**config.mk**
```make
export PLATFORM = sky130hd
export DESIGN_NAME = tap_drag_gesture_fsm
export DESIGN_NICKNAME = d
export VERILOG_FILES = /design/src/hdl/tdg_pkg.sv /design/src/hdl/tap_drag_gesture_fsm.sv /design/src/hdl/tdg_front.sv /design/src/hdl/tdg_queue.sv /design/src/hdl/tdg_back.sv
export SDC_FILE = /design/constraint.sdc
export NUM_CORES = 1
export LEC_CHECK = 0
export ABC_AREA = 1
export BUFFER_PORTS_ARGS = -buffer_cell sky130_fd_sc_hd__buf_4
export CAP_MARGIN = 20
export CORE_ASPECT_RATIO = 1.25
export CORE_MARGIN = 1
export CORE_UTILIZATION = 65
export CTS_CLUSTER_SIZE = 10
export DETAILED_ROUTE_END_ITERATION = 7
export PLACE_DENSITY = 0.82
export SYNTH_ARGS = -nofsm -noshare
export SYNTH_HDL_FRONTEND = slang
export SYNTH_SLANG_ARGS = --single-unit
```
**constraint.sdc**
```tcl
create_clock -name clk -period 6.23 [get_ports clk]
set_input_delay 0.3115 -clock clk [delete_from_list [all_inputs] [get_ports clk]]
set_output_delay 0.3115 -clock clk [all_outputs]
set_load 0.01 [all_outputs]
```
**src/hdl/tdg_pkg.sv**
```systemverilog
`timescale 1ns / 1ps

package tdg_pkg;

  // input item kinds
  typedef enum logic [1:0] {
    FN_PRESSURE = 2'd0,
    FN_KEY      = 2'd1,
    FN_MOTION   = 2'd2,
    FN_TICK     = 2'd3
  } func_t;

  // configuration register indexes
  localparam logic [2:0] CFG_ON_LEVEL      = 3'd0;
  localparam logic [2:0] CFG_OFF_LEVEL     = 3'd1;
  localparam logic [2:0] CFG_PRESSURE_ONLY = 3'd2;
  localparam logic [2:0] CFG_TAP_ENABLE    = 3'd3;
  localparam logic [2:0] CFG_TAP_TIMEOUT   = 3'd4;

  localparam int CFG_IDX_W = 3;
  localparam int CFG_DATA_W = 16;

  // button result sequences produced by one item
  typedef enum logic [1:0] {
    PAT_PRESS         = 2'd0,  // press
    PAT_RELEASE       = 2'd1,  // release
    PAT_CLICK         = 2'd2,  // press, release
    PAT_RELEASE_CLICK = 2'd3   // release, press, release
  } pat_t;

  typedef struct packed {
    logic valid;
    pat_t pat;
  } push_t;

  typedef struct packed {
    logic [15:0] on_level;
    logic [15:0] off_level;
    logic        pressure_only;
    logic        tap_enable;
    logic [15:0] tap_timeout;
  } cfg_t;

  localparam int QDEPTH = 2;
  localparam int QPTR_W = (QDEPTH > 1) ? $clog2(QDEPTH) : 1;
  localparam int QCNT_W = $clog2(QDEPTH + 1);

endpackage

```
**src/hdl/tap_drag_gesture_fsm.sv**
```systemverilog
`timescale 1ns / 1ps

// Touchpad tap and tap-and-drag detector driving the left button. Each input
// item is a pressure sample, a touch key level, a movement strobe or a 1 ms
// tick; each result item is one press (button_down 1) or release
// (button_down 0), with last set on the final result of an item. An item
// may give zero to three results. The front end takes one item per clock
// while in_ready is high and updates touch, motion, gesture and tap timer
// state in that cycle; items that cause button activity leave a result
// sequence in a two-entry queue. The back end plays sequences out back to
// back at one result per clock while out_ready is high: an accepted item's
// sequence is first written to the queue and then loaded into the back end
// busy register, which raises out_valid for its first result. Items with
// no results never enter the queue. in_ready drops only while it is full.
// Configuration is taken on the cfg_we strobe and should only be changed
// while no results are pending.

module tap_drag_gesture_fsm (
  input  logic                             clk,
  input  logic                             rst_n,
  input  logic                             in_valid,
  output logic                             in_ready,
  input  logic [1:0]                       in_func,
  input  logic [15:0]                      in_value,
  output logic                             out_valid,
  input  logic                             out_ready,
  output logic                             out_button_down,
  output logic                             out_last,
  input  logic                             cfg_we,
  input  logic [tdg_pkg::CFG_IDX_W-1:0]    cfg_index,
  input  logic [tdg_pkg::CFG_DATA_W-1:0]   cfg_wdata
);

  tdg_pkg::cfg_t  cfg_r;
  tdg_pkg::push_t push;
  tdg_pkg::pat_t  q_pat;
  logic           q_full, q_vld, pop;
  logic           acc;

  // configuration registers
  always_ff @(posedge clk) begin
    if (!rst_n) begin
      cfg_r.on_level      <= 16'd30;
      cfg_r.off_level     <= 16'd25;
      cfg_r.pressure_only <= 1'b1;
      cfg_r.tap_enable    <= 1'b1;
      cfg_r.tap_timeout   <= 16'd100;
    end else if (cfg_we) begin
      case (cfg_index)
        tdg_pkg::CFG_ON_LEVEL:      cfg_r.on_level      <= cfg_wdata;
        tdg_pkg::CFG_OFF_LEVEL:     cfg_r.off_level     <= cfg_wdata;
        tdg_pkg::CFG_PRESSURE_ONLY: cfg_r.pressure_only <= cfg_wdata[0];
        tdg_pkg::CFG_TAP_ENABLE:    cfg_r.tap_enable    <= cfg_wdata[0];
        tdg_pkg::CFG_TAP_TIMEOUT:   cfg_r.tap_timeout   <= cfg_wdata;
        default: ;  // unmapped index: ignored
      endcase
    end
  end

  // front end never pushes more than one sequence per item, so a free
  // queue slot is all it needs to accept
  assign in_ready = !q_full;
  assign acc      = in_valid && in_ready;

  tdg_front u_front (
    .clk   (clk),
    .rst_n (rst_n),
    .acc   (acc),
    .func  (in_func),
    .value (in_value),
    .cfg   (cfg_r),
    .push  (push)
  );

  tdg_queue u_queue (
    .clk   (clk),
    .rst_n (rst_n),
    .push  (push),
    .pop   (pop),
    .full  (q_full),
    .q_vld (q_vld),
    .q_pat (q_pat)
  );

  tdg_back u_back (
    .clk             (clk),
    .rst_n           (rst_n),
    .q_vld           (q_vld),
    .q_pat           (q_pat),
    .pop             (pop),
    .out_valid       (out_valid),
    .out_ready       (out_ready),
    .out_button_down (out_button_down),
    .out_last        (out_last)
  );

endmodule

```
**src/hdl/tdg_front.sv**
```systemverilog
`timescale 1ns / 1ps

module tdg_front (
  input  logic                clk,
  input  logic                rst_n,
  input  logic                acc,
  input  logic [1:0]          func,
  input  logic [15:0]         value,
  input  tdg_pkg::cfg_t       cfg,
  output tdg_pkg::push_t      push
);

  typedef enum logic [2:0] {
    GS_IDLE  = 3'd0,
    GS_TOUCH = 3'd1,
    GS_TAP   = 3'd2,
    GS_TAP2  = 3'd3,
    GS_DRAG  = 3'd4
  } gstate_t;

  typedef enum logic [1:0] {
    EV_TOUCH   = 2'd0,
    EV_RELEASE = 2'd1,
    EV_MOTION  = 2'd2,
    EV_TIMEOUT = 2'd3
  } ev_t;

  logic        touching_r, touching_nxt;
  logic        moved_r, moved_nxt;
  gstate_t     gs_r, gs_nxt;
  logic        armed_r, armed_nxt;
  logic [15:0] count_r, count_nxt;

  logic ev_vld;
  ev_t  ev;
  logic arm;

  always_comb begin
    touching_nxt = touching_r;
    moved_nxt    = moved_r;
    gs_nxt       = gs_r;
    armed_nxt    = armed_r;
    count_nxt    = count_r;
    ev_vld       = 1'b0;
    ev           = EV_TOUCH;
    arm          = 1'b0;
    push.valid   = 1'b0;
    push.pat     = tdg_pkg::PAT_PRESS;

    // event extraction
    case (tdg_pkg::func_t'(func))
      tdg_pkg::FN_PRESSURE: begin
        if (value > cfg.on_level && !touching_r) begin
          ev_vld = 1'b1;
          ev     = EV_TOUCH;
        end else if (value < cfg.off_level && touching_r) begin
          ev_vld = 1'b1;
          ev     = EV_RELEASE;
        end
      end
      tdg_pkg::FN_KEY: begin
        if (!cfg.pressure_only) begin
          if (value != 16'd0 && !touching_r) begin
            ev_vld = 1'b1;
            ev     = EV_TOUCH;
          end else if (value == 16'd0) begin
            ev_vld = 1'b1;
            ev     = EV_RELEASE;
          end
        end
      end
      tdg_pkg::FN_MOTION: begin
        if (!moved_r) begin
          moved_nxt = 1'b1;
          ev_vld    = 1'b1;
          ev        = EV_MOTION;
        end
      end
      default: begin
        if (armed_r) begin
          if (count_r <= 16'd1) begin
            armed_nxt = 1'b0;
            count_nxt = 16'd0;
            ev_vld    = 1'b1;
            ev        = EV_TIMEOUT;
          end else begin
            count_nxt = count_r - 16'd1;
          end
        end
      end
    endcase

    if (ev_vld && ev == EV_TOUCH) begin
      touching_nxt = 1'b1;
    end
    if (ev_vld && ev == EV_RELEASE) begin
      touching_nxt = 1'b0;
      moved_nxt    = 1'b0;
    end

    // gesture machine
    if (ev_vld && cfg.tap_enable) begin
      case (gs_r)
        GS_IDLE: begin
          if (ev == EV_TOUCH) begin
            gs_nxt = GS_TOUCH;
          end
        end
        GS_TOUCH: begin
          if (ev == EV_RELEASE) begin
            arm    = 1'b1;
            gs_nxt = GS_TAP;
          end else begin
            gs_nxt = GS_IDLE;
          end
        end
        GS_TAP: begin
          if (ev == EV_TIMEOUT) begin
            push.valid = 1'b1;
            push.pat   = tdg_pkg::PAT_CLICK;
            gs_nxt     = GS_IDLE;
          end else if (ev == EV_TOUCH) begin
            push.valid = 1'b1;
            push.pat   = tdg_pkg::PAT_PRESS;
            gs_nxt     = GS_TAP2;
          end else begin
            gs_nxt = GS_IDLE;
          end
        end
        GS_TAP2: begin
          if (ev == EV_MOTION) begin
            gs_nxt = GS_DRAG;
          end else if (ev == EV_RELEASE) begin
            push.valid = 1'b1;
            push.pat   = tdg_pkg::PAT_RELEASE_CLICK;
            gs_nxt     = GS_IDLE;
          end else begin
            gs_nxt = GS_IDLE;
          end
        end
        GS_DRAG: begin
          if (ev == EV_RELEASE) begin
            push.valid = 1'b1;
            push.pat   = tdg_pkg::PAT_RELEASE;
          end
          gs_nxt = GS_IDLE;
        end
        default: begin
          gs_nxt = GS_IDLE;
        end
      endcase
      // any handled event disarms, except the early release
      if (arm) begin
        armed_nxt = 1'b1;
        count_nxt = cfg.tap_timeout;
      end else begin
        armed_nxt = 1'b0;
        count_nxt = 16'd0;
      end
    end

    push.valid = push.valid & acc;
  end

  always_ff @(posedge clk) begin
    if (!rst_n) begin
      touching_r <= 1'b0;
      moved_r    <= 1'b0;
      gs_r       <= GS_IDLE;
      armed_r    <= 1'b0;
      count_r    <= 16'd0;
    end else if (acc) begin
      touching_r <= touching_nxt;
      moved_r    <= moved_nxt;
      gs_r       <= gs_nxt;
      armed_r    <= armed_nxt;
      count_r    <= count_nxt;
    end
  end

endmodule

```
**src/hdl/tdg_queue.sv**
```systemverilog
`timescale 1ns / 1ps

module tdg_queue (
  input  logic           clk,
  input  logic           rst_n,
  input  tdg_pkg::push_t push,
  input  logic           pop,
  output logic           full,
  output logic           q_vld,
  output tdg_pkg::pat_t  q_pat
);

  tdg_pkg::pat_t                mem_r [tdg_pkg::QDEPTH];
  logic [tdg_pkg::QPTR_W-1:0]   wr_ptr_r, rd_ptr_r;
  logic [tdg_pkg::QCNT_W-1:0]   cnt_r;

  localparam logic [tdg_pkg::QCNT_W-1:0] CNT_MAX = tdg_pkg::QCNT_W'(tdg_pkg::QDEPTH);
  localparam logic [tdg_pkg::QPTR_W-1:0] PTR_MAX = tdg_pkg::QPTR_W'(tdg_pkg::QDEPTH - 1);

  logic do_push, do_pop;

  assign full    = (cnt_r == CNT_MAX);
  assign q_vld   = (cnt_r != '0);
  assign q_pat   = mem_r[rd_ptr_r];
  assign do_push = push.valid && !full;
  assign do_pop  = pop && q_vld;

  always_ff @(posedge clk) begin
    if (do_push) begin
      mem_r[wr_ptr_r] <= push.pat;
    end
  end

  always_ff @(posedge clk) begin
    if (!rst_n) begin
      wr_ptr_r <= '0;
      rd_ptr_r <= '0;
      cnt_r    <= '0;
    end else begin
      if (do_push) begin
        wr_ptr_r <= (wr_ptr_r == PTR_MAX) ? '0 : wr_ptr_r + 1'b1;
      end
      if (do_pop) begin
        rd_ptr_r <= (rd_ptr_r == PTR_MAX) ? '0 : rd_ptr_r + 1'b1;
      end
      case ({do_push, do_pop})
        2'b10:   cnt_r <= cnt_r + 1'b1;
        2'b01:   cnt_r <= cnt_r - 1'b1;
        default: cnt_r <= cnt_r;
      endcase
    end
  end

endmodule

```
**src/hdl/tdg_back.sv**
```systemverilog
`timescale 1ns / 1ps

module tdg_back (
  input  logic          clk,
  input  logic          rst_n,
  input  logic          q_vld,
  input  tdg_pkg::pat_t q_pat,
  output logic          pop,
  output logic          out_valid,
  input  logic          out_ready,
  output logic          out_button_down,
  output logic          out_last
);

  logic          busy_r;
  tdg_pkg::pat_t pat_r;
  logic [1:0]    step_r;
  logic          fire, done;

  always_comb begin
    out_button_down = 1'b0;
    out_last        = 1'b1;
    case (pat_r)
      tdg_pkg::PAT_PRESS: begin
        out_button_down = 1'b1;
      end
      tdg_pkg::PAT_RELEASE: begin
        out_button_down = 1'b0;
      end
      tdg_pkg::PAT_CLICK: begin
        out_button_down = (step_r == 2'd0);
        out_last        = (step_r == 2'd1);
      end
      tdg_pkg::PAT_RELEASE_CLICK: begin
        out_button_down = (step_r == 2'd1);
        out_last        = (step_r == 2'd2);
      end
      default: begin
        out_button_down = 1'b0;
      end
    endcase
  end

  assign out_valid = busy_r;
  assign fire      = busy_r && out_ready;
  assign done      = fire && out_last;
  assign pop       = q_vld && (!busy_r || done);

  always_ff @(posedge clk) begin
    if (!rst_n) begin
      busy_r <= 1'b0;
      step_r <= 2'd0;
    end else if (!busy_r || done) begin
      busy_r <= q_vld;
      step_r <= 2'd0;
      if (q_vld) begin
        pat_r <= q_pat;
      end
    end else if (fire) begin
      step_r <= step_r + 2'd1;
    end
  end

endmodule

```
Yosys cells after proc, flatten, opt, wreduce, memory -nomap -nowiden
Memories as Yosys holds them, arrays and structs flattened. A register that Yosys moved wholly into a read port is not among the register bits. Cells that the tools add are included.

Add/sub/neg operators: 6. $lt $le $gt $ge: 3. Equal/unequal tests: 23. Muxes and demuxes: 55. Bitwise gates (word level): 2. Reduce and logical (&&, ||, !) cells: 42.

Operators by type and width (count): 2-to-1 mux 16 bit (5); 2-to-1 mux 3 bit (9); 2-to-1 mux 1 bit (26); == test 2 bit (second input constant) (8); greater-than comparator 16 bit (1); <= comparator 16 x 1 -> 1 bit (second input constant) (1); zero test 16 bit (1); less-than comparator 16 bit (1); 2-to-1 mux 2 bit (8); AND reduction 2 bit (8); nonzero test 16 bit (1); subtractor 16 x 1 -> 16 bit (second input constant) (1); == test 3 x 2 -> 1 bit (second input constant) (4); logical AND 1 bit (12); one-hot mux 3 bit (4 select lines) (1); == test 2 x 1 -> 1 bit (second input constant) (5); nonzero test 2 bit (5); one-hot mux 3 bit (3 select lines) (1); AND reduction 3 bit (3); zero test 2 bit (4); == test 3 x 1 -> 1 bit (second input constant) (2); == test 3 bit (second input constant) (2); zero test 3 bit (2); one-hot mux 2 bit (3 select lines) (1); other kinds (14) (19).

Flip-flop bits (word level): 79. RAM bits: 4. Output and inout bits: 4. Memories kept: 1.

Memory list: u_queue.mem_r (depth 2, width 2, rd ports 1, clocked after memory_dff 1, write ports 1, RTL line tdg_queue.sv:13) `tdg_pkg::pat_t mem_r [tdg_pkg::QDEPTH];`.

Longest topological paths before layout
Gate-level depths: netlist of the first run.

Word-level depth: 14. Mapped depth: 24. Mapped depth without buffers: 24.

By module
Synthesis of the first run repeated with hierarchy kept, for this count alone.

Cells, all modules: 821. Area total of the unflattened synthesis: 5506.5 um^2.

Modules (own cells, without submodules): tdg_front (instances 1, cells each 446, area an instance 2768.9 um^2); tap_drag_gesture_fsm (instances 1, cells each 293, area an instance 2050.7 um^2); tdg_queue (instances 1, cells each 44, area an instance 390.4 um^2); tdg_back (instances 1, cells each 38, area an instance 296.5 um^2).

Least setup slack after synthesis of the first run
No wires, ideal clock.

Kind: reg2reg. Start point: register u_front.count_r[0]. End point: register u_queue.cnt_r[1] in the netlist's numbering. Arrival: 2.875 ns. Data required time: 6.108 ns. Path slack: 3.233 ns. Cell stages (with the launch flop): 19. Path buffers: 0. Cell sequence: dfxtp_1 inv_1 ha_1 nand3_4 nor2_4 o21ai_2 inv_1 a31oi_1 ha_1 inv_1 o21ai_0 a21oi_1 nor3_2 inv_1 ha_1 a21oi_1 o21ai_0 o21ai_0 a21oi_1.

Cells in the longest elaborated chain, start to end: 13. Elaborated cells between the ends (all ways): 25. Those cells by class: order compare (1); eq/ne (5); mux (14); bitwise (1); reduce/logical (4).

Ends and longest elaborated chain: start, declared (RTL line tdg_front.sv:32) `logic [15:0] count_r, count_nxt;`; start signal, assigned (RTL line tdg_front.sv:177) `count_r <= count_nxt;`; <= comparator 16 x 1 -> 1 bit * (RTL line tdg_front.sv:81) `if (count_r <= 16'd1) begin`; 2-to-1 mux 2 bit (RTL line tdg_front.sv:81); 2-to-1 mux 2 bit (RTL line tdg_front.sv:80) `if (armed_r) begin`; one-hot mux 2 bit (3 select lines) (RTL line tdg_front.sv:51) `case (tdg_pkg::func_t'(func))`; == test 2 x 1 -> 1 bit / zero test 2 bit (equally long branches) (RTL line tdg_front.sv:133, tdg_front.sv:142, tdg_front.sv:122); 2-to-1 mux 3 bit (on tied branches) (RTL line tdg_front.sv:133, tdg_front.sv:122); 2-to-1 mux 3 bit (on tied branches) (RTL line tdg_front.sv:131, tdg_front.sv:118); one-hot mux 3 bit (3 select lines) (RTL line tdg_front.sv:103) `case (gs_r)`; 2-to-1 mux 3 bit * (RTL line tdg_front.sv:102) `if (ev_vld && cfg.tap_enable) begin`; AND 1 bit * (RTL line tdg_front.sv:162) `push.valid = push.valid & acc;`; logical AND 1 bit * (RTL line tdg_queue.sv:25) `assign do_push = push.valid && !full;`; == test 2 x 1 -> 1 bit / == test 2 bit (equally long branches) (RTL line tdg_queue.sv:46) `case ({do_push, do_pop})`; one-hot mux 2 bit (2 select lines) / nonzero test 2 bit (equally long branches); end signal, assigned (RTL line tdg_queue.sv:47) `2'b10: cnt_r <= cnt_r + 1'b1;`; end signal, assigned (RTL line tdg_queue.sv:48) `2'b01: cnt_r <= cnt_r - 1'b1;`; end signal, assigned (RTL line tdg_queue.sv:49) `default: cnt_r <= cnt_r;`; end, declared (RTL line tdg_queue.sv:15) `logic [tdg_pkg::QCNT_W-1:0] cnt_r;`.

Mark *: on every way between the ends. The rest lies on a longest branch, timed or not. A chain may end at the register's enable or synchronous reset.

Worst setup path in the final report of the first run
Ends and elaborated chain as after synthesis.

==> flow_metrics.tcl, run 1 <==
set metrics [dict create \
    ctsHoldBuffers 0 \
    synth_top_family_by_area "simple AND/OR/NAND/NOR gates" \
    p_per_area_nw_per_um2 241.3 \
    irDropWorstVdd_uv 137.8 \
    grt-ovfl-total 0 \
    grt_pass1_vias 4446 \
    clockRootBuffer "clkbuf_8" \
    vias 4536 \
    finalNetCount 834 \
    max_cap_violations 0 \
    rsz0062_at_grt "false" \
    cts_resized 0 \
    synth_fp_nets 802 \
    final_common_cell "nand2_1" \
    drive_above_1_share_pct 12.58 \
    grt_pass1_wl_mm 18.57 \
    routabilityCongestion 0.8493 \
    core_sq_um 7445 \
    start_util_pct 67.78 \
    wl_per_cell_microns 12.89 \
    netlist_area_sq_um 5046 \
    setup_viol 0 \
    synth-compound-area-share_pct 14.55 \
    leakagePower_nw 2.592 \
    crit_type "flop to flop" \
    finish.instance_area_sq_um 5543 \
    multi_input_area_sq_um 2730 \
    ys_seq_area_share_pct 34.91 \
    cts_max_level 3 \
    synthTopCellsByArea "dfxtp_1 31%, nand2_1 11%, ha_1 10%, nor2_1 7.0%, inv_1 6.9%" \
    synthArstFlopShare_pct 0 \
    drt_first_pass_iters 5 \
    mostFrequentLayoutCells "152 x nand2_1, 94 x nor2_1, 93 x inv_1, 79 x dfxtp_1, 60 x a21oi_1" \
    max_freq_ghz 0.2551 \
    ys_seq_elements 85 \
    cp_data_arrival_time_ns 4.17 \
    tightest_slew_ns 0.7667 \
    cts_tree "built" \
    grt_max_degree 72 \
    critPathCaptureType "flop" \
    cp_slowest_cell "o21ai_2" \
    register_area_sq_um 1762 \
    fin_skew_ns 0.008651 \
    area.growth.synth_to_final_pct 9.844 \
    yosysTopAreaCell "dfxtp_1" \
    drtIter0Drc 244 \
    crit_fanout 13 \
    cp_cell_sequence "inv_1, ha_1, nand3_4, nor2_4, o21ai_2, inv_1, a31oi_1, ha_1, inv_1, o21ai_0, a21oi_1, nor3_2, inv_1, ha_1, a21oi_1, o21ai_0, o21ai_0, a21oi_1" \
    synthXorXnorAreaFrac_pct 2.604 \
    hold_violations 0 \
    synth.distinct_cells 39 \
    fin_cells 847 \
    wl_mm 10.92 \
    chipWidth_microns 80.81 \
    die_y_microns 100.5 \
    cp_top_family "compound AO/OA/AOI/OAI gates" \
    place_area_sq_um 5351 \
    grt_antenna_before_repair 0 \
    ys_warn_count 0 \
    synthMuxAreaShare_pct 0 \
    p_total_mw 1.337 \
    yosys.area_share.simple_pct 26.78 \
    setup_tns_ns 0 \
    synth_edf_count 6 \
    status "completed" \
    place_hpwl_mm 8.090 \
    synth_ff_type "dfxtp_1" \
    clockBufferDepth 2 \
    cpPeakStageDelay_ns 0.51 \
    fill_cells 608 \
    min_period_over_period_pct 62.92 \
    maxSlewHeadroom_pct 48.57 \
    path_buf_inv 4 \
    post_cts_buffers 0 \
    hold_path.class "input pin to flop" \
    rows 35 \
    grt.total_usage_pct 29.20 \
    syn_inst 719 \
    synth_top_cell_area_share_pct 31.34 \
    clk_latency_ns 0.36 \
    layout_min_cycle_time_ns 3.920 \
    diodes 0 \
    numClockSinks 85 \
    crit_required_ns 6.48 \
    io_buffers 45 \
    dp_cells 832 \
    viasPerCell 5.355 \
    synth-adder-area-share_pct 10.17 \
    crit_top_cell "inv_1" \
    setup.worst_path.start_class "flop" \
    ios 46 \
    ant_nets 0 \
    cts_made_buffers 9 \
    clk_pin_slew_worst_paths_ns 0.09 \
    slew_violations 0 \
    dieArea_sq_um 8122 \
    fin_hold_ws_ns 0.1932 \
    post-route-drc-count 0 \
    synth_area_per_cell_sq_um 7.018 \
]
[worst min-delay path, cell delays in order]
cell      delay, ns
buf_4          0.10
nand2_1        0.05
o211ai_1       0.06
[per-stage QoR]
stage          util (%)  setup slack (ns)
6_report          74.45             2.310
5_1_grt           74.45             1.802
4_1_cts           74.45             2.375
3_5_place_dp      71.88             2.444
3_3_place_gp      71.88             2.665
2_1_floorplan         -             3.233
[per-layer routing]
metal | up-vias | GRT usage (%) | routed length (microns)
met5 | - | 0 | 0
met2 | 78 | 52.42 | 5606
met1 | 2082 | 32.78 | 4726
li1 | 2354 | - | -
met4 | 0 | 12.91 | 210
met3 | 22 | 5.701 | 371
[worst paths after layout]
| kind | from | to | slack, ns | cells after the start |
|---|---|---|---|---|
| setup / recovery | u_front.count_r[0] | u_queue.cnt_r[1] | 2.31 | 18 |
| hold / removal | cfg_wdata[5] | cfg_r[5] | 0.19 | 3 |
| setup reg to reg | u_front.count_r[0] | u_queue.cnt_r[1] | 2.31 | 18 |
| hold reg to reg | cfg_r[7] | cfg_r[7] | 0.46 | 2 |
[cell usage after synthesis, types with 2 or more instances]
cell type  number
clkbuf_1       15
ha_1           41
nor3_2          2
edfxtp_1        6
inv_2          11
o211ai_1       10
nand2_2        10
inv_1          93
o21ai_0        51
nor2_1         94
nand2_1       152
a21oi_2         2
buf_1           2
nor3_1          9
nand3_2         3
clkinv_1        2
xor2_1         15
o21ai_1         8
dfxtp_1        79
nand4_1         4
nand3_1        29
a21oi_1        60
buf_6           5
[state kept, by name (all words and copies together), names as in the netlist]
| name | count |
|---|---|
| u_queue.rd_ptr_r | 1 |
| u_front.gs_r | 3 |
| u_queue.cnt_r | 2 |
| cfg_r | 50 |
| u_front.count_r | 16 |
| u_queue.mem_r | 4 |
| u_queue.wr_ptr_r | 1 |
| u_front.touching_r | 1 |
| u_back.step_r | 2 |
| u_front.moved_r | 1 |
| u_back.out_valid | 1 |
| u_front.armed_r | 1 |
| u_back.pat_r | 2 |
[cells by family (layout without fill, tap and decap cells)]
logic type               count (synthesis)  count (layout)
AND/OR/NAND/NOR                        311             311
AO/OA/AOI/OAI                          136             136
buffers and inverters                  131             167
flip-flops                              85              85
adder cells (fa/ha/maj)                 41              41
XOR/XNOR                                15              15
[layout make-up]
| type | instances | area share [%] |
|---|---|---|
| multi-input cells | 503 | 49.26 |
| flip-flops and latches | 85 | 31.78 |
| inverters | 107 | 7.336 |
| repair buffers | 45 | 6.095 |
| clock buffers | 12 | 2.619 |
| well taps | 92 | 2.077 |
| clock inverters | 3 | 0.8352 |
[power breakdown]
group	switching, mW	total (mW)	internal (mW)	leakage [nW]
registers	0.0206	0.605	0.584	0.690
logic	0.211	0.339	0.128	1.81
clock network	0.199	0.394	0.195	0.0927
total	0.430	1.34	0.907	2.59
No activity file was read; power rests on OpenSTA's default activity.
==> run 2: changes to the inputs <==
- ABC_AREA: 1 -> 0
- CORE_UTILIZATION: 65 -> 54
- PLACE_DENSITY: 0.82 -> 0.73
- clock period: 6.23 -> 3.6 ns (I/O delays scaled with it)
==> flow_metrics.tcl, run 2 <==
set metrics [dict create \
    status "completed" \
    viasPerCell 5.767 \
    critPathCaptureType "flop" \
    ctsHoldBuffers 0 \
    start_util_pct 56.61 \
    wl_per_cell_microns 16.01 \
    yosysMostFrequentCell "nand2_1" \
    ys_seq_elements 85 \
    mostFrequentLayoutCells "126 x nand2_1, 79 x dfxtp_1, 59 x a21oi_1, 54 x buf_4, 51 x inv_1" \
    synth_edf_count 6 \
    p_per_area_nw_per_um2 435.9 \
    worstHoldEndpoint "cfg_r[5]" \
    slew_violations 0 \
    hold_path.class "input pin to flop" \
    cts_tree "built" \
    yosysTopAreaCell "dfxtp_1" \
    pwr-share-clk_pct 35.6 \
    die_y_microns 106.8 \
    hp-start "cfg_wdata[5]" \
    synthArstFlopShare_pct 0 \
    clk_latency_ns 0.37 \
    syn_inst 582 \
    cp_data_arrival_time_ns 3.63 \
    min_period_over_period_pct 93.58 \
    routabilityCongestion 0.9007 \
    drt_first_pass_iters 5 \
    grt_pass1_vias 4130 \
    rr_endpoint "u_front.count_r[9]" \
    finish.instance_area_sq_um 5410 \
    clk_pin_slew_worst_paths_ns 0.09 \
    p_total_mw 2.358 \
    synthTopCellsByArea "dfxtp_1 33%, ha_1 11%, nand2_1 10%, a21oi_1 6.2%, inv_1 4.0%" \
    drtIter0Drc 200 \
    grt-ovfl-total 0 \
    largest_register_ffs 50 \
    tightest_slew_ns 0.7680 \
    io_buffers 45 \
    r2r_cells 13 \
    cts_max_level 3 \
    area.growth.synth_to_final_pct 14.06 \
    regMostFlops "cfg_r" \
    clockRootBuffer "clkbuf_8" \
    ios 46 \
    vias 4279 \
    combPwrFrac_pct 20.8 \
    setup_viol 0 \
    ant_nets 0 \
    drive_above_1_share_pct 14.08 \
    grt_antenna_before_repair 0 \
    r2r_setup_slack_ns 0.23 \
    whs_path_depth 3 \
    power_switching_mw 0.6832 \
    chipWidth_microns 85.83 \
    netlist_area_sq_um 4743 \
    post-route-drc-count 0 \
    irDropWorstVdd_uv 230.0 \
    wl_mm 11.88 \
    crit_type "flop to flop" \
    switching_share_pct 28.97 \
    final_common_cell "nand2_1" \
    yosys-top-cells-count "126 x nand2_1, 79 x dfxtp_1, 59 x a21oi_1, 51 x inv_1, 41 x ha_1" \
    preCtsSetupSlack_ns 0.1531 \
    cts_made_buffers 9 \
    clockBufferDepth 2 \
    synth.distinct_cells 62 \
    layout_setup_ws_ns 0.2311 \
    setup.worst_path.start_class "flop" \
    crit_required_ns 3.86 \
    dieArea_sq_um 9165 \
    synth_area_per_cell_sq_um 8.150 \
    setup_tns_ns 0 \
    fin_hold_ws_ns 0.04034 \
    max_cap_violations 0 \
    layout_min_cycle_time_ns 3.369 \
    post_cts_buffers 0 \
    place_hpwl_mm 8.746 \
    reg_top3 "cfg_r x50, u_front.count_r x16, u_queue.mem_r x4" \
    worstReg2RegStart "cfg_r[19]" \
    finalNetCount 703 \
    seq_power_share_pct 43.7 \
    diodes 0 \
    grt_max_degree 40 \
    core_sq_um 8379 \
    crit_fanout 16 \
    place_area_sq_um 5145 \
    grt_pass1_wl_mm 19.46 \
    rows 37 \
    numClockSinks 85 \
    synth_fp_nets 665 \
    ys_seq_area_share_pct 37.14 \
    max_freq_ghz 0.2968 \
    synth_top_cell_area_share_pct 33.34 \
    fin_skew_ns 0.01227 \
    synth_ff_type "dfxtp_1" \
    internal_power_mw 1.675 \
    maxSlewHeadroom_pct 48.80 \
    grt.total_usage_pct 27.60 \
    hold_violations 0 \
    leakagePower_nw 2.089 \
    ys_warn_count 0 \
]
-- run 2: cell types whose count changed in the layout (fill, tap and decap cells not counted), moves of 7 or more --
cell      change
inv_1        -42
nor2_1       -65
nand2_2      -10
a211oi_1      +7
nand2_1      -26
a221oi_1      +8
inv_2        -11
and3_1        +7
o21ai_0      -38
xnor2_1      +11
xor2_1       -14
buf_4         +9
o21ai_1       -7
nand3_1      -17
-- run 2: critical path: stages, from the launching register on --
cell and delay [ns]:
dfxtp_1 0.33, inv_1 0.04, ha_1 0.29, a2111oi_1 0.43
o31a_1 0.31, o41ai_4 0.12, a31oi_2 0.27, ha_1 0.27
nand2_1 0.11, nor3_1 0.22, and3_1 0.20, buf_4 0.23
a221oi_1 0.14, a211oi_1 0.30
-- run 2: kinds of logic after synthesis --
family / share of synthesized area, %
and+or+nand+nor: 21.10
AOI/OAI and AO/OA: 19.55
DFF: 37.14
buffers and inverters: 7.438
adders and majority gates: 10.82
xor gates and xnor gates: 2.216
muxes: 1.741
-- run 2: area by class of cell --
type | count | area [sq um]
repair buffers | 54 | 405.4
well taps | 117 | 146.4
clock inverters | 4 | 75.07
clock buffers | 12 | 176.4
flip-flops and latches | 85 | 1762
multi-input cells | 419 | 2654
fillers | 744 | 2969
inverters | 51 | 191.4
-- run 2: worst max-delay path by stage --
stage | from | endpoint | slack [ns] | cells after the start
finish | cfg_r[19] | u_front.count_r[9] | 0.23 | 13
global route | cfg_r[19] | u_queue.cnt_r[1] | -0.02 | 13
CTS | cfg_r[31] | u_queue.cnt_r[1] | 0.15 | 14
detailed placement | cfg_r[31] | u_queue.cnt_r[1] | 0.15 | 14
global placement | cfg_r[31] | u_queue.cnt_r[1] | 0.29 | 14
floorplan | cfg_r[31] | u_queue.cnt_r[1] | 0.35 | 14
-- run 2: what timing repair did --
action / 4_1_cts / 5_1_grt
endpoints found under the setup margin: 0 / 10
hold endpoints to repair: 0 / 0
gates resized for setup: 0 / 4
-- run 2: power by group through the flow --
stage | Sequential (mW) | Combinational (mW) | Clock, mW
4_1_cts | 1.03 | 0.483 | 0.849
5_1_grt | 1.04 | 0.543 | 0.885
3_3_place_gp | 1.05 | 0.463 | 0
3_5_place_dp | 1.05 | 0.478 | 0
2_1_floorplan | 1.04 | 0.340 | 0
6_report | 1.03 | 0.490 | 0.839
-- run 2: through the flow --
step / instances / util (%)
floorplan: 582 / -
global placement: 726 / 61.40
detailed placement: 726 / 61.40
CTS: 742 / 64.40
global route: 742 / 64.57
finish: 742 / 64.57
-- run 2: layer usage --
metal  part of all wire (%)  wire length [microns]  track usage, %
met4                    3.0                    358           13.81
met1                     41                   4880           31.53
met3                    4.8                    569           5.235
met5                      0                      0               0
met2                     51                   6074           48.80
==> run 3: changes to the inputs <==
- CORE_UTILIZATION: 54 -> 30
- PLACE_DENSITY: 0.73 -> 0.44
==> flow_metrics.tcl, run 3 (same netlist as run 2, synthesis figures left out) <==
set metrics [dict create \
    hold_violations 0 \
    clockRootBuffer "clkbuf_16" \
    critPathCaptureType "flop" \
    drt_first_pass_iters 4 \
    fin_skew_ns 0.008716 \
    rsz0062_at_grt "false" \
    dieArea_sq_um 16320 \
    cts_tree "built" \
    wl_per_cell_microns 15.88 \
    finalNetCount 705 \
    mostFrequentLayoutCells "126 x nand2_1, 79 x dfxtp_1, 59 x a21oi_1, 56 x buf_4, 50 x inv_1" \
    slew_violations 0 \
    place_hpwl_mm 10.03 \
    routabilityCongestion 0.8073 \
    ctsHoldBuffers 0 \
    drtIter0Drc 166 \
    ant_nets 0 \
    rows 51 \
    dp_cells 823 \
    die_y_microns 142.6 \
    area.growth.synth_to_final_pct 17.44 \
    regMostFlops "cfg_r" \
    p_per_area_nw_per_um2 433.9 \
    finish.instance_area_sq_um 5570 \
    clockBufferDepth 2 \
    fin_util_pct 35.92 \
    wl_mm 13.32 \
    clk_latency_ns 0.34 \
    irDropWorstVdd_uv 183.5 \
    maxSlewHeadroom_pct 44.02 \
    fin_cells 839 \
    numClockSinks 85 \
    place_area_sq_um 5279 \
    worstReg2RegStart "cfg_r[48]" \
    start_util_pct 30.59 \
    ios 46 \
    layout_min_cycle_time_ns 3.353 \
    grt_antenna_before_repair 0 \
    setup_viol 0 \
    grt_pass1_wl_mm 21.61 \
    whs_path_depth 3 \
    min_period_over_period_pct 93.14 \
    io_buffers 45 \
    hp-start "cfg_wdata[6]" \
    grt.total_usage_pct 17.48 \
    grt_pass1_vias 4114 \
    post-route-drc-count 0 \
    cts_made_buffers 9 \
    cts_resized 0 \
    setup.worst_path.start_class "flop" \
    leakagePower_nw 2.105 \
    fin_hold_ws_ns 0.08103 \
    hold_path.class "input pin to flop" \
    vias 4128 \
    final_common_cell "nand2_1" \
    grt_max_degree 25 \
    preCtsSetupSlack_ns 0.1298 \
    r2r_cells 11 \
    largest_register_ffs 50 \
    post_cts_buffers 0 \
    drive_above_1_share_pct 14.04 \
    chipWidth_microns 114.5 \
    crit_fanout 14 \
    clk_pin_slew_worst_paths_ns 0.07 \
    r2r_setup_slack_ns 0.25 \
    p_total_mw 2.417 \
    crit_required_ns 3.84 \
    max_cap_violations 0 \
    cts_max_level 3 \
    rr_endpoint "u_front.count_r[3]" \
    status "completed" \
    viasPerCell 4.920 \
    layout_setup_ws_ns 0.2469 \
    core_sq_um 15510 \
    tightest_slew_ns 0.8371 \
    setup_tns_ns 0 \
    worstHoldEndpoint "cfg_r[6]" \
    crit_type "flop to flop" \
    cp_data_arrival_time_ns 3.59 \
    grt-ovfl-total 0 \
    diodes 0 \
    max_freq_ghz 0.2982 \
    reg_top3 "cfg_r x50, u_front.count_r x16, u_queue.mem_r x4" \
]
## run 3: cell types whose count changed in the layout (fill, tap and decap cells not counted), moves of 2 or more
cell       previous run  this run
clkinv_2              0         3
clkbuf_16             1         9
buf_4                54        56
bufinv_16             2         0
clkbuf_8             11         2
## run 3: final cells by class
type                    count  area (sq um)
fillers                  1641          9936
multi-input cells         419          2653
flip-flops and latches     85          1762
repair buffers             56         420.4
well taps                 212         265.3
clock buffers              12         256.5
inverters                  51         191.4
clock inverters             4         22.52
## run 3: layer usage
layer	vias to the layer above	routed length (microns)	track usage, %
li1	2101	-	-
met4	0	217	6.083
met1	1936	5945	21.28
met2	77	6728	31.29
met3	14	433	2.342
met5	-	0	0
## run 3: critical path, stage by stage, from the launching register on
cell	delay [ns]
dfxtp_1	0.33
inv_1	0.04
ha_1	0.30
nand4_1	0.19
nor4_1	0.52
a2111oi_0	0.22
o31ai_2	0.13
a31oi_4	0.18
a31oi_2	0.75
buf_4	0.27
a21oi_1	0.05
a221oi_1	0.26
## run 3: worst max-delay path by stage
stage	startpoint	to	depth (start not counted)	slack [ns]
after floorplan	cfg_r[31]	u_queue.cnt_r[1]	14	0.35
after global placement	cfg_r[31]	u_queue.cnt_r[1]	14	0.24
after detailed placement	cfg_r[31]	u_queue.cnt_r[1]	14	0.13
after CTS	cfg_r[31]	u_queue.cnt_r[1]	14	0.09
after global routing	cfg_r[48]	u_front.count_r[3]	11	0.01
final	cfg_r[48]	u_front.count_r[3]	11	0.25
## run 3: where the power goes
group	leakage [nW]	internal (mW)	switching (mW)
sequential	0.690	0.995	0.0356
combinational	1.28	0.212	0.282
clock	0.138	0.503	0.390
total	2.11	1.71	0.707
